===== config.mk =====
export PLATFORM = sky130hd
export DESIGN_NAME = cartridge_bank_mapper_with_irq_and_tones
export DESIGN_NICKNAME = d
export VERILOG_FILES = /design/src/hw/rtl/cbm_pkg.sv /design/src/hw/rtl/cbm_map.sv /design/src/hw/rtl/cbm_irq.sv /design/src/hw/rtl/cbm_tone.sv /design/src/hw/rtl/cartridge_bank_mapper_with_irq_and_tones.sv
export VERILOG_INCLUDE_DIRS = /design/src /design/src/hw/rtl
export SDC_FILE = /design/constraint.sdc
export NUM_CORES = 1
export LEC_CHECK = 0
export ABC_CLOCK_PERIOD_IN_PS = 6200
export BUFFER_PORTS_ARGS = -buffer_cell sky130_fd_sc_hd__clkbuf_2
export CORE_MARGIN = 10
export CORE_UTILIZATION = 27
export CTS_CLUSTER_DIAMETER = 120
export DETAILED_ROUTE_END_ITERATION = 16
export GPL_TIMING_DRIVEN = 0
export PLACE_DENSITY_LB_ADDON = 0.12
export SKIP_CTS_REPAIR_TIMING = 1
export SYNTH_ARGS = -nofsm -noshare
export SYNTH_HDL_FRONTEND = slang
export SYNTH_SLANG_ARGS = --single-unit

===== constraint.sdc =====
create_clock -name clk -period 6.2 [get_ports clk]
set_clock_uncertainty 0.2 [all_clocks]
set_input_delay 0.62 -clock clk [delete_from_list [all_inputs] [get_ports clk]]
set_output_delay 0.62 -clock clk [all_outputs]
set_load 0.005 [all_outputs]

===== src/hw/rtl/cartridge_bank_mapper_with_irq_and_tones_macros.svh =====
// ----------------------------------------------------------------------------
// Assertion macros for the cartridge bank mapper
// Concurrent checks on the block clock; empty when synthesizing.
// ----------------------------------------------------------------------------
`ifndef CARTRIDGE_BANK_MAPPER_WITH_IRQ_AND_TONES_MACROS_SVH
`define CARTRIDGE_BANK_MAPPER_WITH_IRQ_AND_TONES_MACROS_SVH

`ifndef SYNTHESIS
`define CBM_ASSERT_SAME(lbl, ante, cons) \
	lbl: assert property (@(posedge clk) disable iff (!arst_n) (ante) |-> (cons)) \
		else $error("same-cycle check failed");
`define CBM_ASSERT_NEXT(lbl, ante, cons) \
	lbl: assert property (@(posedge clk) disable iff (!arst_n) (ante) |=> (cons)) \
		else $error("next-cycle check failed");
`else
`define CBM_ASSERT_SAME(lbl, ante, cons)
`define CBM_ASSERT_NEXT(lbl, ante, cons)
`endif

`endif


===== src/hw/rtl/cbm_pkg.sv =====
// ----------------------------------------------------------------------------
// cbm_pkg
// Shared types, codes and the volume table of the cartridge bank mapper.
// ----------------------------------------------------------------------------
package cbm_pkg;

	localparam int CHR_SLOTS         = 8;
	localparam int TONE_CHANNELS_DEF = 3;
	localparam int VOL_FRAC_BITS_DEF = 8;

	typedef enum logic [1:0] {
		KIND_WRITE = 2'd0,
		KIND_READ  = 2'd1,
		KIND_FETCH = 2'd2,
		KIND_TICK  = 2'd3
	} kind_t;

	typedef enum logic [2:0] {
		TGT_NONE = 3'd0,
		TGT_ZERO = 3'd1,
		TGT_WRAM = 3'd2,
		TGT_PRG  = 3'd3,
		TGT_CHR  = 3'd4
	} target_t;

	// CPU address regions, address bits 15..13
	localparam logic [2:0] RGN_WRAM     = 3'd3;
	localparam logic [2:0] RGN_CMD_SEL  = 3'd4;
	localparam logic [2:0] RGN_CMD_DATA = 3'd5;
	localparam logic [2:0] RGN_AUD_SEL  = 3'd6;
	localparam logic [2:0] RGN_AUD_DATA = 3'd7;

	// command latch codes
	localparam logic [3:0] CMD_CHR_FIRST = 4'd0;
	localparam logic [3:0] CMD_CHR_LAST  = 4'd7;
	localparam logic [3:0] CMD_RAM_MODE  = 4'd8;
	localparam logic [3:0] CMD_PRG0      = 4'd9;
	localparam logic [3:0] CMD_PRG1      = 4'd10;
	localparam logic [3:0] CMD_PRG2      = 4'd11;
	localparam logic [3:0] CMD_MIRROR    = 4'd12;
	localparam logic [3:0] CMD_IRQ_CTRL  = 4'd13;
	localparam logic [3:0] CMD_IRQ_LO    = 4'd14;
	localparam logic [3:0] CMD_IRQ_HI    = 4'd15;

	// audio select codes
	localparam logic [3:0] SEL_PERIOD_LAST = 4'd5;
	localparam logic [3:0] SEL_ENABLE      = 4'd7;
	localparam logic [3:0] SEL_VOL_FIRST   = 4'd8;
	localparam logic [3:0] SEL_VOL_LAST    = 4'd10;

	// configuration register indexes
	localparam logic CFG_PRG_LOG2 = 1'b0;
	localparam logic CFG_CHR_LOG2 = 1'b1;

	typedef struct packed {
		kind_t       kind;
		logic [15:0] address;
		logic [7:0]  value;
		logic [1:0]  cycles;
	} item_t;

	typedef struct packed {
		logic       ctrl_we;
		logic       lo_we;
		logic       hi_we;
		logic [7:0] data;
	} irq_wr_t;

	function automatic logic [15:0] vol_q8(input logic [3:0] idx);
		logic [15:0] v;
		case (idx)
			4'd0:    v = 16'd0;
			4'd1:    v = 16'd362;
			4'd2:    v = 16'd511;
			4'd3:    v = 16'd722;
			4'd4:    v = 16'd1019;
			4'd5:    v = 16'd1440;
			4'd6:    v = 16'd2033;
			4'd7:    v = 16'd2872;
			4'd8:    v = 16'd4057;
			4'd9:    v = 16'd5731;
			4'd10:   v = 16'd8095;
			4'd11:   v = 16'd11435;
			4'd12:   v = 16'd16153;
			4'd13:   v = 16'd22816;
			4'd14:   v = 16'd32228;
			default: v = 16'd45524;
		endcase
		return v;
	endfunction

endpackage


===== src/hw/rtl/cbm_map.sv =====
// ----------------------------------------------------------------------------
// cbm_map
// Command latch, bank, RAM mode and mirroring registers; address mapping.
// ----------------------------------------------------------------------------
module cbm_map (
	input  logic             clk,
	input  logic             arst_n,
	input  logic             advance,
	input  cbm_pkg::item_t   item,
	input  logic             cfg_we,
	input  logic             cfg_index,
	input  logic [3:0]       cfg_data,
	output logic [2:0]       target,
	output logic [18:0]      rom_address,
	output logic [1:0]       mirroring,
	output cbm_pkg::irq_wr_t irq_wr
);
	import cbm_pkg::*;

	logic [2:0] prg_log2_q;
	logic [3:0] chr_log2_q;
	logic [3:0] latch_q;
	logic [7:0] ram_mode_q;
	logic [7:0] prg_bank_q [3];
	logic [7:0] chr_bank_q [CHR_SLOTS];
	logic [1:0] mirror_q;

	logic [2:0] rgn;
	logic       is_write;
	logic       cmd_wr;
	logic [2:0] prg_lg;
	logic [5:0] prg_mask;
	logic [3:0] chr_lg;
	logic [7:0] chr_mask;
	logic [7:0] prg_sel;
	logic [7:0] chr_sel;

	assign rgn      = item.address[15:13];
	assign is_write = (item.kind == KIND_WRITE);
	assign cmd_wr   = is_write && (rgn == RGN_CMD_DATA);
	assign prg_lg   = (prg_log2_q > 3'd6) ? 3'd6 : prg_log2_q;
	assign prg_mask = 6'((7'd1 << prg_lg) - 7'd1);
	assign chr_lg   = (chr_log2_q > 4'd8) ? 4'd8 : chr_log2_q;
	assign chr_mask = 8'((9'd1 << chr_lg) - 9'd1);
	assign chr_sel  = chr_bank_q[item.address[12:10]];

	always_comb begin
		case (item.address[14:13])
			2'd0:    prg_sel = prg_bank_q[0];
			2'd1:    prg_sel = prg_bank_q[1];
			2'd2:    prg_sel = prg_bank_q[2];
			default: prg_sel = 8'hFF;
		endcase
	end

	always_comb begin
		target      = TGT_NONE;
		rom_address = '0;
		unique case (item.kind)
			KIND_WRITE: begin
				if (rgn == RGN_WRAM && ram_mode_q[7:6] == 2'b11) begin
					target = TGT_WRAM;
				end
			end
			KIND_READ: begin
				if (item.address[15]) begin
					target      = TGT_PRG;
					rom_address = {prg_sel[5:0] & prg_mask, item.address[12:0]};
				end else if (rgn == RGN_WRAM) begin
					if (ram_mode_q[6]) begin
						target = ram_mode_q[7] ? TGT_WRAM : TGT_ZERO;
					end else begin
						target      = TGT_PRG;
						rom_address = {ram_mode_q[5:0] & prg_mask, item.address[12:0]};
					end
				end
			end
			KIND_FETCH: begin
				target      = TGT_CHR;
				rom_address = {1'b0, chr_sel & chr_mask, item.address[9:0]};
			end
			default: begin
			end
		endcase
	end

	assign mirroring = (cmd_wr && latch_q == CMD_MIRROR) ? item.value[1:0] : mirror_q;

	assign irq_wr.ctrl_we = cmd_wr && (latch_q == CMD_IRQ_CTRL);
	assign irq_wr.lo_we   = cmd_wr && (latch_q == CMD_IRQ_LO);
	assign irq_wr.hi_we   = cmd_wr && (latch_q == CMD_IRQ_HI);
	assign irq_wr.data    = item.value;

	always_ff @(posedge clk or negedge arst_n) begin
		if (!arst_n) begin
			prg_log2_q <= 3'd5;
			chr_log2_q <= 4'd8;
		end else if (cfg_we) begin
			if (cfg_index == CFG_PRG_LOG2) begin
				prg_log2_q <= cfg_data[2:0];
			end else begin
				chr_log2_q <= cfg_data;
			end
		end
	end

	always_ff @(posedge clk or negedge arst_n) begin
		if (!arst_n) begin
			latch_q       <= '0;
			ram_mode_q    <= '0;
			prg_bank_q[0] <= 8'd0;
			prg_bank_q[1] <= 8'd0;
			prg_bank_q[2] <= 8'd1;
			for (int i = 0; i < CHR_SLOTS; i++) begin
				chr_bank_q[i] <= 8'(i);
			end
			mirror_q      <= '0;
		end else if (advance) begin
			mirror_q <= mirroring;
			if (is_write && rgn == RGN_CMD_SEL) begin
				latch_q <= item.value[3:0];
			end
			if (cmd_wr) begin
				unique case (latch_q) inside
					[CMD_CHR_FIRST:CMD_CHR_LAST]: chr_bank_q[latch_q[2:0]] <= item.value;
					CMD_RAM_MODE: ram_mode_q    <= item.value;
					CMD_PRG0:     prg_bank_q[0] <= item.value;
					CMD_PRG1:     prg_bank_q[1] <= item.value;
					CMD_PRG2:     prg_bank_q[2] <= item.value;
					default: begin
					end
				endcase
			end
		end
	end

endmodule


===== src/hw/rtl/cbm_irq.sv =====
// ----------------------------------------------------------------------------
// cbm_irq
// 16-bit down-counting IRQ timer stepped once every three master cycles.
// ----------------------------------------------------------------------------
module cbm_irq (
	input  logic             clk,
	input  logic             arst_n,
	input  logic             advance,
	input  cbm_pkg::item_t   item,
	input  cbm_pkg::irq_wr_t irq_wr,
	output logic             irq_line
);
	import cbm_pkg::*;

	logic [1:0]  ctrl_q;
	logic [15:0] count_q;
	logic        pending_q;
	logic [1:0]  prescale_q;

	logic [2:0]  t_sum;
	logic        step;
	logic [1:0]  ctrl_d;
	logic [15:0] count_d;
	logic        pending_d;
	logic [1:0]  prescale_d;

	assign t_sum = {1'b0, prescale_q} + {1'b0, item.cycles};
	assign step  = (item.kind == KIND_TICK) && (t_sum > 3'd2);

	always_comb begin
		ctrl_d     = ctrl_q;
		count_d    = count_q;
		pending_d  = pending_q;
		prescale_d = prescale_q;
		if (irq_wr.ctrl_we) begin
			ctrl_d    = {irq_wr.data[7], irq_wr.data[0]};
			pending_d = 1'b0;
		end
		if (irq_wr.lo_we) begin
			count_d = {count_q[15:8], irq_wr.data};
		end
		if (irq_wr.hi_we) begin
			count_d = {irq_wr.data, count_q[7:0]};
		end
		if (item.kind == KIND_TICK) begin
			prescale_d = step ? 2'(t_sum - 3'd3) : t_sum[1:0];
			if (step && ctrl_q[1]) begin
				count_d = count_q - 16'd1;
				if (count_q == 16'd0 && ctrl_q[0]) begin
					pending_d = 1'b1;
				end
			end
		end
	end

	assign irq_line = pending_d;

	always_ff @(posedge clk or negedge arst_n) begin
		if (!arst_n) begin
			ctrl_q     <= '0;
			count_q    <= '0;
			pending_q  <= 1'b0;
			prescale_q <= '0;
		end else if (advance) begin
			ctrl_q     <= ctrl_d;
			count_q    <= count_d;
			pending_q  <= pending_d;
			prescale_q <= prescale_d;
		end
	end

endmodule


===== src/hw/rtl/cbm_tone.sv =====
// ----------------------------------------------------------------------------
// cbm_tone
// Square tone generators stepped once every six master cycles; level sum.
// ----------------------------------------------------------------------------
module cbm_tone #(
	parameter int TONE_CHANNELS = cbm_pkg::TONE_CHANNELS_DEF,
	parameter int VOL_FRAC_BITS = cbm_pkg::VOL_FRAC_BITS_DEF
) (
	input  logic           clk,
	input  logic           arst_n,
	input  logic           advance,
	input  cbm_pkg::item_t item,
	output logic [17:0]    audio_level
);
	import cbm_pkg::*;

	localparam int UP_SHIFT = (VOL_FRAC_BITS >= 8) ? (VOL_FRAC_BITS - 8) : 0;
	localparam int DN_SHIFT = (VOL_FRAC_BITS < 8) ? (8 - VOL_FRAC_BITS) : 0;
	localparam logic [31:0] DN_HALF = 32'((1 << DN_SHIFT) >> 1);

	logic [3:0]  select_q;
	logic [2:0]  prescale_q;
	logic [11:0] period_q  [TONE_CHANNELS];
	logic        enable_q  [TONE_CHANNELS];
	logic [3:0]  volume_q  [TONE_CHANNELS];
	logic [11:0] counter_q [TONE_CHANNELS];
	logic [3:0]  phase_q   [TONE_CHANNELS];

	logic [11:0] period_d  [TONE_CHANNELS];
	logic        enable_d  [TONE_CHANNELS];
	logic [3:0]  volume_d  [TONE_CHANNELS];
	logic [11:0] counter_d [TONE_CHANNELS];
	logic [3:0]  phase_d   [TONE_CHANNELS];

	logic [2:0]  rgn;
	logic        data_wr;
	logic [3:0]  select_d;
	logic [3:0]  t_sum;
	logic        step;
	logic [2:0]  prescale_d;
	logic [12:0] next_cnt  [TONE_CHANNELS];
	logic [31:0] level_acc;

	function automatic logic [31:0] vol_scaled(input logic [3:0] idx);
		logic [31:0] v;
		v = {16'd0, vol_q8(idx)};
		if (VOL_FRAC_BITS >= 8) begin
			return v << UP_SHIFT;
		end
		return (v + DN_HALF) >> DN_SHIFT;
	endfunction

	assign rgn      = item.address[15:13];
	assign data_wr  = (item.kind == KIND_WRITE) && (rgn == RGN_AUD_DATA);
	assign select_d = ((item.kind == KIND_WRITE) && (rgn == RGN_AUD_SEL)) ?
		item.value[3:0] : select_q;
	assign t_sum    = {1'b0, prescale_q} + {2'b00, item.cycles};
	assign step     = (item.kind == KIND_TICK) && (t_sum > 4'd5);
	assign prescale_d = (item.kind != KIND_TICK) ? prescale_q :
		(step ? 3'(t_sum - 4'd6) : t_sum[2:0]);

	always_comb begin
		for (int j = 0; j < TONE_CHANNELS; j++) begin
			period_d[j]  = period_q[j];
			enable_d[j]  = enable_q[j];
			volume_d[j]  = volume_q[j];
			counter_d[j] = counter_q[j];
			phase_d[j]   = phase_q[j];
			next_cnt[j]  = {1'b0, counter_q[j]} + 13'd1;
			if (data_wr) begin
				if (select_q <= SEL_PERIOD_LAST && select_q[2:1] == 2'(j)) begin
					if (select_q[0]) begin
						period_d[j] = {item.value[3:0], period_q[j][7:0]};
					end else begin
						period_d[j] = {period_q[j][11:8], item.value};
					end
				end
				if (select_q == SEL_ENABLE) begin
					enable_d[j] = ~item.value[j];
				end
				if (select_q >= SEL_VOL_FIRST && select_q <= SEL_VOL_LAST &&
					select_q[1:0] == 2'(j)) begin
					volume_d[j] = item.value[3:0];
				end
			end
			if (step && period_q[j] != 12'd0) begin
				if (next_cnt[j] >= {1'b0, period_q[j]}) begin
					counter_d[j] = '0;
					phase_d[j]   = phase_q[j] + 4'd1;
				end else begin
					counter_d[j] = next_cnt[j][11:0];
				end
			end
		end
	end

	always_comb begin
		level_acc = '0;
		for (int j = 0; j < TONE_CHANNELS; j++) begin
			if (enable_d[j] && phase_d[j][3]) begin
				level_acc = level_acc + vol_scaled(volume_d[j]);
			end
		end
	end

	assign audio_level = level_acc[17:0];

	always_ff @(posedge clk or negedge arst_n) begin
		if (!arst_n) begin
			select_q   <= '0;
			prescale_q <= '0;
			for (int j = 0; j < TONE_CHANNELS; j++) begin
				period_q[j]  <= '0;
				enable_q[j]  <= 1'b0;
				volume_q[j]  <= '0;
				counter_q[j] <= '0;
				phase_q[j]   <= '0;
			end
		end else if (advance) begin
			select_q   <= select_d;
			prescale_q <= prescale_d;
			for (int j = 0; j < TONE_CHANNELS; j++) begin
				period_q[j]  <= period_d[j];
				enable_q[j]  <= enable_d[j];
				volume_q[j]  <= volume_d[j];
				counter_q[j] <= counter_d[j];
				phase_q[j]   <= phase_d[j];
			end
		end
	end

endmodule


===== src/hw/rtl/cartridge_bank_mapper_with_irq_and_tones.sv =====
// ----------------------------------------------------------------------------
// cartridge_bank_mapper_with_irq_and_tones: bank mapper, IRQ timer, tones
// Input register, then decode and state update into the result register.
// Throughput 1 item per cycle unless out_ready stalls a held result; set by the single update pass after the input.
// Async reset restores the power-on banks and clears IRQ and tone state.
// ----------------------------------------------------------------------------
`include "cartridge_bank_mapper_with_irq_and_tones_macros.svh"

module cartridge_bank_mapper_with_irq_and_tones #(
	parameter int TONE_CHANNELS = cbm_pkg::TONE_CHANNELS_DEF,
	parameter int VOL_FRAC_BITS = cbm_pkg::VOL_FRAC_BITS_DEF
) (
	input  logic        clk,
	input  logic        arst_n,
	input  logic        in_valid,
	output logic        in_ready,
	input  logic [1:0]  kind,
	input  logic [15:0] address,
	input  logic [7:0]  value,
	input  logic [1:0]  cycles,
	output logic        out_valid,
	input  logic        out_ready,
	output logic [2:0]  target,
	output logic [18:0] rom_address,
	output logic        irq_line,
	output logic [1:0]  mirroring,
	output logic [17:0] audio_level,
	input  logic        cfg_valid,
	output logic        cfg_ready,
	input  logic        cfg_index,
	input  logic [3:0]  cfg_data
);
	import cbm_pkg::*;

	logic        valid_s1;
	item_t       item_s1;
	logic        valid_s2;
	logic [2:0]  target_s2;
	logic [18:0] rom_s2;
	logic        irq_s2;
	logic [1:0]  mirror_s2;
	logic [17:0] level_s2;

	logic        advance;
	logic        cfg_we;
	irq_wr_t     irq_wr;
	logic [2:0]  target_d;
	logic [18:0] rom_d;
	logic        irq_d;
	logic [1:0]  mirror_d;
	logic [17:0] level_d;

	assign advance   = valid_s1 && (!valid_s2 || out_ready);
	assign in_ready  = !valid_s1 || advance;
	assign cfg_ready = 1'b1;
	assign cfg_we    = cfg_valid;

	// hold the accepted item until the update pass can run
	always_ff @(posedge clk or negedge arst_n) begin
		if (!arst_n) begin
			valid_s1 <= 1'b0;
		end else if (in_ready) begin
			valid_s1 <= in_valid;
		end
	end

	always_ff @(posedge clk) begin
		if (in_valid && in_ready) begin
			item_s1 <= '{kind: kind_t'(kind), address: address, value: value, cycles: cycles};
		end
	end

	cbm_map u_map (
		.clk         (clk),
		.arst_n      (arst_n),
		.advance     (advance),
		.item        (item_s1),
		.cfg_we      (cfg_we),
		.cfg_index   (cfg_index),
		.cfg_data    (cfg_data),
		.target      (target_d),
		.rom_address (rom_d),
		.mirroring   (mirror_d),
		.irq_wr      (irq_wr)
	);

	cbm_irq u_irq (
		.clk      (clk),
		.arst_n   (arst_n),
		.advance  (advance),
		.item     (item_s1),
		.irq_wr   (irq_wr),
		.irq_line (irq_d)
	);

	cbm_tone #(
		.TONE_CHANNELS (TONE_CHANNELS),
		.VOL_FRAC_BITS (VOL_FRAC_BITS)
	) u_tone (
		.clk         (clk),
		.arst_n      (arst_n),
		.advance     (advance),
		.item        (item_s1),
		.audio_level (level_d)
	);

	always_ff @(posedge clk or negedge arst_n) begin
		if (!arst_n) begin
			valid_s2 <= 1'b0;
		end else if (advance) begin
			valid_s2 <= 1'b1;
		end else if (out_ready) begin
			valid_s2 <= 1'b0;
		end
	end

	always_ff @(posedge clk) begin
		if (advance) begin
			target_s2 <= target_d;
			rom_s2    <= rom_d;
			irq_s2    <= irq_d;
			mirror_s2 <= mirror_d;
			level_s2  <= level_d;
		end
	end

	assign out_valid   = valid_s2;
	assign target      = target_s2;
	assign rom_address = rom_s2;
	assign irq_line    = irq_s2;
	assign mirroring   = mirror_s2;
	assign audio_level = level_s2;

	`CBM_ASSERT_NEXT(a_advance_fills_result, advance, valid_s2)
	`CBM_ASSERT_SAME(a_empty_result_takes_input, !valid_s2, in_ready)
	`CBM_ASSERT_SAME(a_rom_zero_off_rom, valid_s2 && target_s2 != TGT_PRG && target_s2 != TGT_CHR, rom_s2 == 19'd0)
	`CBM_ASSERT_SAME(a_chr_fits_18_bits, valid_s2 && target_s2 == TGT_CHR, !rom_s2[18])

endmodule


After elaboration in Yosys (flattened, before gate mapping) --
Memories as Yosys holds them, arrays and structs flattened. Index checks and enable logic that the tools add are counted.
Cells by class: magnitude comparators 15, shift operators 2, muxes and demuxes 58, eq/ne operators 25, $add $sub $neg 15, reduce and logical (&&, ||, !) cells 67, bitwise logic cells 11
Operator list (count):
- $mux W18 | 4
- $bwmux W64 | 1
- $mux W16 | 4
- $mux W19 | 3
- $mux W4 | 13
- $add A12 B1 Y13 const B | 3
- $ge A13 B12 Y1 | 3
- $pmux W19 S2 | 1
- $mux W12 | 3
- $reduce_bool A12 Y1 | 3
- $eq A4 B4 Y1 const B | 8
- $mux W8 | 4
- $logic_and A1 B1 Y1 | 30
- $bmux W8 S3 | 1
- $demux W8 S3 | 1
- $reduce_and A3 Y1 | 8
- $reduce_and A4 Y1 | 6
- $reduce_and A2 Y1 | 10
- $add A16 B18 Y18 | 1
- $add A18 B18 Y18 | 1
- $pmux W6 S3 | 1
- $logic_not A16 Y1 | 1
- $sub A16 B1 Y16 const B | 1
- $mux W3 | 5
- other kinds (35) | 77
Word-level totals: output and inout port bits 46, register bits 303, memory bits (read-only) 768, input port bits 38, memories 3
Memories:
- (name not given) | words 16, bits a word 16, rd ports 1, clocked after memory_dff 0, wr ports 0, RTL line cbm_pkg.sv:71 | case (idx)
- (name not given) | words 16, bits a word 16, rd ports 1, clocked after memory_dff 0, wr ports 0, RTL line cbm_pkg.sv:71
- (name not given) | words 16, bits a word 16, rd ports 1, clocked after memory_dff 0, wr ports 0, RTL line cbm_pkg.sv:71

Depth between registers and ports, before layout --
Gate-level depths: netlist of run 1.
depth in word-level cells 11, gate-level depth with buffers 33, mapped depth without buffers 32

Cells and area by module --
Synthesis of run 1 repeated with hierarchy kept, for this count alone.
Second synthesis, totals: cells, all modules 1692, area total of the unflattened synthesis 18058.6 um^2
Modules (own cells, without submodules):
- cbm_tone | cells an instance 1071, times used 1, area an instance 9167.5 um^2, sequential area each 2652.5 um^2
- cbm_map | cells an instance 390, times used 1, area an instance 5268.8 um^2, sequential area each 2597.5 um^2
- cartridge_bank_mapper_with_irq_and_tones | cells an instance 81, times used 1, area an instance 2247.2 um^2, sequential area each 2182.1 um^2
- cbm_irq | cells an instance 150, times used 1, area an instance 1375.1 um^2, sequential area each 525.5 um^2

Worst setup path after synthesis of run 1 --
Ideal clock, no wire load.
path type reg-to-reg, start point register u_tone.counter_q[27] in the netlist's numbering, end point register level_s2[17], in the netlist audio_level[17], data pin, required time 5745 ps, cell stages (with the launch flop) 31, library setup time 255 ps, setup slack -531 ps, period minus slack after synthesis 6731 ps, arrival time 6275 ps, cells stage by stage dfrtp_1 -> and3_1 -> and3_1 -> and3_1 -> and3_1 -> xor2_1 -> ha_1 -> nand2_1 -> a21oi_1 -> a211oi_1 -> a2bb2oi_1 -> a31oi_4 -> xor2_1 -> nand2_1 -> nor2_1 -> ha_1 -> fa_1 -> a211oi_1 -> o21bai_1 -> a21oi_1 -> o21ai_0 -> a2111oi_0 -> nand3b_1 -> mux2_2 -> ha_1 -> nand2_1 -> o21ai_0 -> a211o_1 -> a41oi_1 -> o21bai_1 -> and3b_1
On the way: word-level cells in the longest chain between the ends 10
Ends and longest elaborated chain:
- start, declared | RTL line cbm_tone.sv:26 | logic [11:0] counter_q [TONE_CHANNELS];
- start signal, assigned by index | RTL line cbm_tone.sv:126 | counter_q[j] <= counter_d[j];
- $add A12 B1 Y13 (*) | RTL line cbm_tone.sv:69 | next_cnt[j] = {1'b0, counter_q[j]} + 13'd1;
- $ge A13 B12 Y1 (*) | RTL line cbm_tone.sv:87 | if (next_cnt[j] >= {1'b0, period_q[j]}) begin
- $mux W4 (*) | RTL line cbm_tone.sv:87
- $mux W4 (*) | RTL line cbm_tone.sv:86 | if (step && period_q[j] != 12'd0) begin
- $logic_and A1 B1 Y1 (*) | RTL line cbm_tone.sv:100 | if (enable_d[j] && phase_d[j][3]) begin
- $mux W16 (*) | RTL line cbm_tone.sv:100
- $add A16 B18 Y18 | RTL line cbm_tone.sv:101 | level_acc = level_acc + vol_scaled(volume_d[j]);
- $mux W18 (*) | RTL line cbm_tone.sv:100
- $add A18 B18 Y18 | RTL line cbm_tone.sv:101
- $mux W18 (*) | RTL line cbm_tone.sv:100
- end signal, assigned | RTL line cartridge_bank_mapper_with_irq_and_tones.sv:123 | level_s2 <= level_d;
- end, declared | RTL line cartridge_bank_mapper_with_irq_and_tones.sv:42 | logic [17:0] level_s2;
Every way passes the cells marked *; elsewhere a longest branch is shown, timed or not. A chain may end at the register's enable or synchronous reset.

Final worst setup path of run 1 --
start point register u_tone.counter_q[27] in the netlist's numbering, end point register level_s2[15], in the netlist audio_level[15], data pin
On the way: word-level cells in the longest chain between the ends 10
Ends and longest elaborated chain:
- $add A12 B1 Y13 (*) | RTL line cbm_tone.sv:69
- $ge A13 B12 Y1 (*) | RTL line cbm_tone.sv:87
- $mux W4 (*) | RTL line cbm_tone.sv:87
- $mux W4 (*) | RTL line cbm_tone.sv:86
- $logic_and A1 B1 Y1 (*) | RTL line cbm_tone.sv:100
- $mux W16 (*) | RTL line cbm_tone.sv:100
- $add A16 B18 Y18 | RTL line cbm_tone.sv:101
- $mux W18 (*) | RTL line cbm_tone.sv:100
- $add A18 B18 Y18 | RTL line cbm_tone.sv:101
- $mux W18 (*) | RTL line cbm_tone.sv:100
- named net level_d[15] | RTL line cartridge_bank_mapper_with_irq_and_tones.sv:51 | logic [17:0] level_d;
Mark *: on every way through the listed nets, which the timed path passes. The rest lies on a longest branch.

==> results of run 1 <==
-- worst max path at each step --
stage,cells after the start,slack [ns],to
after floorplan,30,0.02,audio_level[17]$_SDFFCE_PN0P_
after global placement,31,-1.29,audio_level[14]$_DFFE_PP_
after detailed placement,31,-1.27,audio_level[14]$_DFFE_PP_
after CTS,31,-1.28,audio_level[14]$_DFFE_PP_
after global routing,32,-0.68,audio_level[16]$_DFFE_PP_
final,28,-0.42,audio_level[15]$_DFFE_PP_
-- logic make-up (layout without fill, tap and decap cells) --
| family | after synthesis | after routing | synth area share [%] |
|---|---|---|---|
| flip-flops | 303 | 303 | 44.3 |
| AND/OR/NAND/NOR | 536 | 536 | 14.7 |
| XOR/XNOR | 73 | 73 | 3.56 |
| other | 1 | 1 | 0.0209 |
| buffers and inverters | 155 | 358 | 3.44 |
| adder cells (fa/ha/maj) | 103 | 103 | 7.35 |
| AO/OA/AOI/OAI | 385 | 385 | 13.5 |
| multiplexers | 195 | 195 | 13.1 |
-- sequential cells by signal, summed over array words and instances (netlist names), 16 cells and up --
| name | cells |
|---|---|
| u_irq.count_q | 16 |
| u_map.chr_bank_q | 64 |
| audio_level | 18 |
| item_s1 | 28 |
| u_tone.counter_q | 36 |
| u_map.prg_bank_q | 18 |
| u_tone.period_q | 36 |
| rom_address | 19 |
-- per-layer routing --
layer  share of wire (%)  GRT usage (%)
met5                   0              0
met4                 2.1           3.41
met3                 3.7           2.42
met2                  45           21.2
met1                  49           19.1
-- cell type report --
| cell class | count | share of cell area [%] |
|---|---|---|
| Sequential cell | 303 | 36.5 |
| Clock buffer | 49 | 5.08 |
| Inverter | 76 | 1.31 |
| Clock inverter | 25 | 1.57 |
| Timing Repair Buffer | 131 | 4.00 |
| Buffer | 77 | 1.53 |
| Multi-Input combinational cell | 1293 | 45.1 |
| Tap cell | 864 | 4.96 |
-- power by group --
group	internal [uW]	switching, uW
logic	420	590
registers	2210	121
clock network	1550	984
total	4170	1690
-- Yosys cell counts, types with 7 or more instances --
library cell	n	area (um2)
o22ai_1	7	43.8
dfstp_2	16	420
and2_1	19	119
o41ai_2	7	114
nand4_1	17	106
o21a_1	12	90.1
and3_1	19	119
clkbuf_1	68	255
a211oi_1	17	128
o31ai_1	16	120
nand2b_1	30	188
nor3b_1	8	60.1
dfrtp_1	216	5410
o21ai_0	169	846
nor4_1	16	100
nor2b_1	22	138
a21o_1	9	67.6
ha_1	99	1240
o21bai_1	9	67.6
mux2_2	148	1670
o211ai_1	9	67.6
nor3_1	30	150
nand2_1	171	642
xor2_1	31	272
mux4_2	16	360
nand3b_1	11	82.6
mux2i_1	28	280
a21oi_1	68	340
inv_1	75	282
nand3_1	44	220
xnor2_1	42	368
nor2_1	118	443
edfxtp_1	71	2130
a31oi_1	11	68.8
-- through the flow --
stage | TNS [ns] | setup WS, ns | hold slack [ns] | power (uW)
floorplan | 0 | 0.0158 | 0.124 | 2980
global placement | -209.82 | -1.29 | 0.257 | 3300
detailed placement | -11.86 | -1.27 | 0.268 | 3320
CTS | -12.02 | -1.28 | -0.168 | 5920
global route | -5.72 | -0.676 | 0.000319 | 6190
finish | -3.03 | -0.423 | 0.0292 | 5870
-- cells in the final DEF, fill, tap and decap left out, types with 9 or more instances in the layout --
master and n:
a21oi_1 61, xor2_1 28, nand2_1 167, nand2b_1 30
a21o_1 9, ha_1 90, clkbuf_2 83, nand3_1 43
o21ai_0 159, nor2b_1 22, nand4_1 17, and2_1 18
edfxtp_1 71, nand3b_1 11, clkbuf_16 42, a31oi_1 9
dfstp_2 16, o31ai_1 15, nor4_1 15, o211ai_1 9
and3_1 14, nor2_1 113, dfrtp_1 214, buf_4 37
clkbuf_1 67, o21a_1 10, clkinv_2 9, mux2_2 146
mux2i_1 25, a211oi_1 12, nor3_1 27, mux4_2 16
inv_1 74, xnor2_1 38, dlygate4sd3_1 9
-- worst max-delay path: cells and delay by family, from the launching register on --
kind                       cells  cell delay [ns]
adders and majority gates      4             1.13
xor gates and xnor gates       4             0.71
muxes                          2             0.42
AOI/OAI and AO/OA              8             1.84
and+or+nand+nor               10             1.62
DFF                            1             0.40
==> impl_metrics.ini, run 1 <==
[outcome]
status = finished with violations
violations = setup timing

[cts]
clockRootBuffer = clkbuf_16
clk_path_buf_depth = 3
clkSlewWorstSetupHoldPaths_ns = 0.06
clock_latency_ns = 0.58
cts_tree = done
numClockSinks = 303
cts_buffers = 40
htreeDepth = 2

[worst_setup_path]
r2r-end = audio_level[15]$_DFFE_PP_
start_kind = register
cp-startpoint = u_tone.counter_q[27]$_DFFE_PN0P_
path_max_fanout = 5
r2r_slack_ns = -0.42
slowest_stage = dfrtp_1
critPathRequiredTime_ns = 6.30
worstPathArrival_ns = 6.72
worstReg2RegStart = u_tone.counter_q[27]$_DFFE_PN0P_
critPathMaxStageDelay_ns = 0.40
r2r_cells = 28
crit_top_cell = and3_4
critPathCaptureType = register
criticalPathCategory = reg -> reg

[detailed_routing]
first_pass_iters = 5
wl_per_cell_um = 19.3
drtIter0Drc = 754
avgViaCountPerCell = 4.93
drc_errors = 0
ant_nets = 0
vias = 13900
wirelength_mm = 54.5

[sta]
setup_violations = 10
drv_slew = 0
fin_crit_sh_pct = 107
slew_headroom_pct = 28.6
fin_ws_ns = -0.423
hold_viol_final = 0
fin_crit_ns = 6.62
worst_pin_slew_ns = 1.07
rsz0062_at_grt = true
max_freq_ghz = 0.151

[final_layout]
fin_nets = 2063
fillers = 6773
instances_no_fill = 2818
antennaDiodeCount = 0
final_cell_area_mm2 = 0.0218
multi_input_area_mm2 = 0.00983
synthToLayoutAreaGrowth_pct = 21.5
regArea_mm2 = 0.00796
drive_gt1_share_pct = 24.6
fin_util_pct = 33.1

[placement]
dpl.hpwl_mm = 39.0
placed_area_mm2 = 0.0196
gp_congestion = 0.847
io_buffers = 82
dp_cells = 2701

[yosys]
ys_ff_latch = 303
syn_area_per_cell_um2 = 10.3
netlist_instances = 1751
syn-num-nets = 1892
syn-cell-area_mm2 = 0.0180
synth_edf_count = 71
synth_ff_type = dfrtp_1
ys_warn_count = 0
yosys.cell_types.count = 89
synthArstFlopShare_pct = 76.6
ys_seq_area_share_pct = 44.3

[global_routing]
grt_overflow = 0
antenna_found_initial = 1
grt_pass1_vias = 13700
grt_max_degree = 100
grt_pass1_wl_mm = 83.2
track_usage_pct = 13.6

[pwr]
vdd_drop_max_mv = 0.160
p_leak_uw = 0.00949
p_per_area_mw_per_mm2 = 269

[floorplan]
num_rows = 94
die-area_mm2 = 0.0772
ios = 84
start_util_pct = 27.3
core_area_mm2 = 0.0659
die_h_um = 278
die_x_um = 278

[hold_path]
hold_path_startpoint = address[1]
holdPathEnd = item_s1[11]$_DFFE_PP_
hp-class = in -> reg
min_delay_path_depth = 1

[run]
drv_cap = 0
Note: power is estimated with default switching activity, not from simulation.
==> run 2, diff against run 1 <==
Settings changed: BUFFER_PORTS_ARGS -buffer_cell sky130_fd_sc_hd__clkbuf_2 to unset, DONT_BUFFER_PORTS set to 1.
==> run 2 against run 1 <==
The flow finishes with violations (hold timing, setup timing). Global-route usage increased by 0.062 points. Sequential share of layout area increased by 0.42 points. Sequential power about the same. Non-clock buffer count decreased by 52. Critical endpoint unchanged. Largest cell class unchanged.
==> impl_metrics.ini, run 2 (synthesized netlist as in run 1, its figures left out) <==
[outcome]
status = finished with violations
violations = hold timing, setup timing

[placement]
io_buffers = 0
dpl.hpwl_mm = 38.5
gp_congestion = 0.835
dp_cells = 2615

[global_routing]
antenna_found_initial = 3
grt_max_degree = 233
grt_pass1_vias = 13300
track_usage_pct = 13.7
grt_pass1_wl_mm = 83.0
grt_overflow = 0

[worst_setup_path]
r2r_slack_ns = -0.34
critPathCaptureType = register
start_kind = register
critPathMaxStageDelay_ns = 0.39
slowest_stage = dfrtp_1
crit_top_cell = and3_4
criticalPathCategory = reg -> reg
critPathRequiredTime_ns = 6.31
path_max_fanout = 6
worstPathArrival_ns = 6.65

[detailed_routing]
first_pass_iters = 5
avgViaCountPerCell = 4.96
drtIter0Drc = 873
wirelength_mm = 55.0
drc_errors = 0
ant_nets = 0
vias = 13700
wl_per_cell_um = 19.9

[final_layout]
fin_util_pct = 32.7
drive_gt1_share_pct = 21.2
fillers = 6720
instances_no_fill = 2767
layout_common_cells = dfrtp_1, nand2_1, o21ai_0
multi_input_area_mm2 = 0.00988
synthToLayoutAreaGrowth_pct = 20.1
final_common_cell = dfrtp_1
regArea_mm2 = 0.00796
largestRegisters = u_map.chr_bank_q x64, u_tone.counter_q x36, u_tone.period_q x36
fin_nets = 2010
largest_register = u_map.chr_bank_q
largest_reg_flops = 64

[sta]
rsz0062_at_grt = true
hold_viol_final = 45
drv_slew = 0
finalSetupTns_ns = -2.42
hold_ws_ns = -0.150
fin_crit_sh_pct = 105
worst_pin_slew_ns = 1.41
slew_headroom_pct = 5.88
setup_violations = 10
fin_crit_ns = 6.54
fin_ws_ns = -0.336
max_freq_ghz = 0.153

[pwr]
p_switching_uw = 1680
power.share.switching_pct = 29.8
intPower_uw = 3940
p_per_area_mw_per_mm2 = 260
power_frac_clock_pct = 40.8
p_total_uw = 5620
vdd_drop_max_mv = 0.171
comb_power_share_pct = 17.5
seq_power_share_pct = 41.6
p_leak_uw = 0.00913

[cts]
cts_tree = done
clock_latency_ns = 0.59
clkSlewWorstSetupHoldPaths_ns = 0.06
clockRootBuffer = clkbuf_16
clk_path_buf_depth = 3
numClockSinks = 303
cts_buffers = 39
htreeDepth = 2

[floorplan]
start_util_pct = 27.3
die_h_um = 278
die_x_um = 278
core_area_mm2 = 0.0659
num_rows = 94
ios = 84
die-area_mm2 = 0.0772

[hold_path]
hp-class = in -> async

[run]
drv_cap = 0
## run 2: cell type report
| cell class | count | area share, % |
|---|---|---|
| Antenna cell | 3 | 0.0348 |
| Buffer | 77 | 1.57 |
| Clock buffer | 54 | 5.16 |
| Clock inverter | 18 | 0.876 |
| Inverter | 76 | 1.32 |
| Multi-Input combinational cell | 1293 | 45.8 |
| Sequential cell | 303 | 36.9 |
| Tap cell | 864 | 5.01 |
| Timing Repair Buffer | 79 | 3.30 |
## run 2: power groups by stage
stage / Combinational, uW / Clock [uW] / Sequential (uW)
floorplan: 653 / 0 / 2320
global placement: 871 / 0 / 2370
detailed placement: 880 / 0 / 2370
CTS: 884 / 2380 / 2340
global route: 1110 / 2460 / 2360
finish: 985 / 2290 / 2340
## run 2: per-stage QoR
step	cell area, um2	setup WS [ns]
2_1_floorplan	18000	0.0158
5_1_grt	21600	-0.596
3_3_place_gp	19100	-1.34
3_5_place_dp	19100	-1.33
4_1_cts	20400	-1.33
6_report	21600	-0.336
## run 2: final timing paths
kind / cells past startpoint / from / endpoint
worst max-delay path: 30 / u_tone.counter_q[28]$_DFFE_PN0P_ / audio_level[15]$_DFFE_PP_
worst min-delay path: 1 / arst_n / u_map.chr_bank_q[28]$_DFFE_PN0P_
worst max register to register: 30 / u_tone.counter_q[28]$_DFFE_PN0P_ / audio_level[15]$_DFFE_PP_
worst min register to register: 1 / u_tone.phase_q[2]$_DFFE_PN0P_ / u_tone.phase_q[2]$_DFFE_PN0P_
max in group asynchronous: 1 / arst_n / u_tone.counter_q[26]$_DFFE_PN0P_
min in group clk: 2 / out_ready / out_valid$_DFFE_PN0P_
## run 2: worst max-delay path: cells and delay by family, from the launching register on
kind,cells,cell delay [ns]
buffers and inverters,1,0.20
DFF,1,0.39
adders and majority gates,3,0.88
and+or+nand+nor,12,2.04
muxes,1,0.10
AOI/OAI and AO/OA,9,1.71
xor gates and xnor gates,4,0.72
## run 2: metal layers
metal | track usage, % | wire (um) | part of all wire, %
met5 | 0 | 0 | 0
met4 | 3.78 | 1090 | 2.0
met3 | 2.54 | 2150 | 3.9
met2 | 21.6 | 25300 | 46
met1 | 18.8 | 26500 | 48
==> run 3, diff against run 2 <==
Settings changed: CELL_PAD_IN_SITES_DETAIL_PLACEMENT set to 1, CELL_PAD_IN_SITES_GLOBAL_PLACEMENT set to 2.
==> run 3 against run 2 <==
Design area rose by 0.64%. Highest routed layer is now met5. Die area unchanged. Power shrank 0.42%. Sequential share of layout area shrank 0.24 points. Largest cell class unchanged. The flow still finishes with violations (hold timing, setup timing).
==> impl_metrics.ini, run 3 (synthesized netlist as in run 1, its figures left out) <==
[outcome]
status = finished with violations
violations = hold timing, setup timing

[final_layout]
largestRegisters = u_map.chr_bank_q x64, u_tone.counter_q x36, u_tone.period_q x36
final_common_cell = dfrtp_1
layout_common_cells = dfrtp_1, nand2_1, o21ai_0
largest_reg_flops = 64
largest_register = u_map.chr_bank_q
instances_no_fill = 2774
fin_util_pct = 33.0
drive_gt1_share_pct = 22.0
fin_nets = 2021
fillers = 7370
multi_input_area_mm2 = 0.00999
synthToLayoutAreaGrowth_pct = 20.9
regArea_mm2 = 0.00796

[detailed_routing]
first_pass_iters = 5
avgViaCountPerCell = 4.97
wirelength_mm = 57.8
drtIter0Drc = 648
drc_errors = 0
ant_nets = 0
vias = 13800
wl_per_cell_um = 20.8

[worst_setup_path]
criticalPathCategory = reg -> reg
critPathRequiredTime_ns = 6.30
start_kind = register
slowest_stage = dfrtp_1
critPathCaptureType = register
worstPathArrival_ns = 6.78
crit_top_cell = and3_4
critPathMaxStageDelay_ns = 0.38
path_max_fanout = 5

[pwr]
p_per_area_mw_per_mm2 = 258
vdd_drop_max_mv = 0.213
p_total_uw = 5590
p_leak_uw = 0.00925

[global_routing]
grt_max_degree = 233
grt_pass1_wl_mm = 88.2
grt_overflow = 0
antenna_found_initial = 5
grt_pass1_vias = 14200
track_usage_pct = 14.4

[floorplan]
die_h_um = 278
core_area_mm2 = 0.0659
num_rows = 94
start_util_pct = 27.3
die_x_um = 278
die-area_mm2 = 0.0772
ios = 84

[run]
drv_cap = 0

[sta]
hold_viol_final = 40
setup_violations = 10
worst_pin_slew_ns = 1.42
fin_crit_ns = 6.68
rsz0062_at_grt = true
finalSetupTns_ns = -3.41
slew_headroom_pct = 5.00
fin_ws_ns = -0.483
max_freq_ghz = 0.150
hold_ws_ns = -0.117
fin_crit_sh_pct = 108
drv_slew = 0

[cts]
clk_path_buf_depth = 3
htreeDepth = 2
clock_latency_ns = 0.55
numClockSinks = 303
clockRootBuffer = clkbuf_16
cts_buffers = 39
cts_tree = done
clkSlewWorstSetupHoldPaths_ns = 0.06

[placement]
io_buffers = 0
dp_cells = 2617
dpl.hpwl_mm = 40.8
gp_congestion = 0.768

[hold_path]
hp-class = in -> async
-- run 3: area by class of cell --
type | instances | share of cell area (%)
Clock buffer | 54 | 4.94
Multi-Input combinational cell | 1293 | 46.0
Inverter | 76 | 1.31
Buffer | 76 | 1.53
Timing Repair Buffer | 91 | 3.78
Tap cell | 864 | 4.98
Antenna cell | 1 | 0.0115
Sequential cell | 303 | 36.7
Clock inverter | 16 | 0.726
-- run 3: per-layer routing --
layer	GRT usage [%]	up-vias	share of wire, %
met5	0	-	0.022
met4	3.30	2	1.8
met3	1.95	57	3.2
met2	23.5	153	47
met1	20.0	6964	48
li1	-	6598	-
-- run 3: worst max-delay path, delay by kind of cell, from the launching register on --
family / cells / cell delay (ns)
DFF: 1 / 0.38
buffers and inverters: 2 / 0.31
xor gates and xnor gates: 3 / 0.53
adders and majority gates: 4 / 1.02
AOI/OAI and AO/OA: 9 / 1.84
muxes: 1 / 0.31
and+or+nand+nor: 11 / 1.81
-- run 3: final timing paths --
path                                             startpoint                              end  slack (ns)  cells past startpoint
setup / recovery           u_tone.counter_q[27]$_DFFE_PN0P_    audio_level[17]$_SDFFCE_PN0P_       -0.48                     30
hold / removal                                       arst_n  u_tone.counter_q[2]$_DFFE_PN0P_       -0.12                      1
setup reg to reg           u_tone.counter_q[27]$_DFFE_PN0P_    audio_level[17]$_SDFFCE_PN0P_       -0.48                     30
hold reg to reg               u_tone.phase_q[2]$_DFFE_PN0P_    u_tone.phase_q[2]$_DFFE_PN0P_        0.27                      1
max in group asynchronous                            arst_n    u_irq.count_q[11]$_DFFE_PN0P_        4.73                      1
min in group clk                                cfg_data[1]  u_map.prg_log2_q[1]$_DFFE_PN0P_        0.03                      1
-- run 3: power by group --
| group | internal [uW] | switching (uW) | total, uW |
|---|---|---|---|
| Clock | 1330 | 911 | 2240 |
| Sequential | 2210 | 135 | 2340 |
| Combinational | 421 | 589 | 1010 |
| Total | 3960 | 1630 | 5590 |
-- run 3: metrics by stage --
stage	worst slack [ns]	hold WS [ns]	instance area (um2)
after floorplan	0.0158	0.124	18000
after global placement	-1.77	0.143	19100
after detailed placement	-1.86	0.142	19100
after CTS	-1.89	-0.459	20300
after global routing	-0.740	0.00350	21700
final	-0.483	-0.117	21700
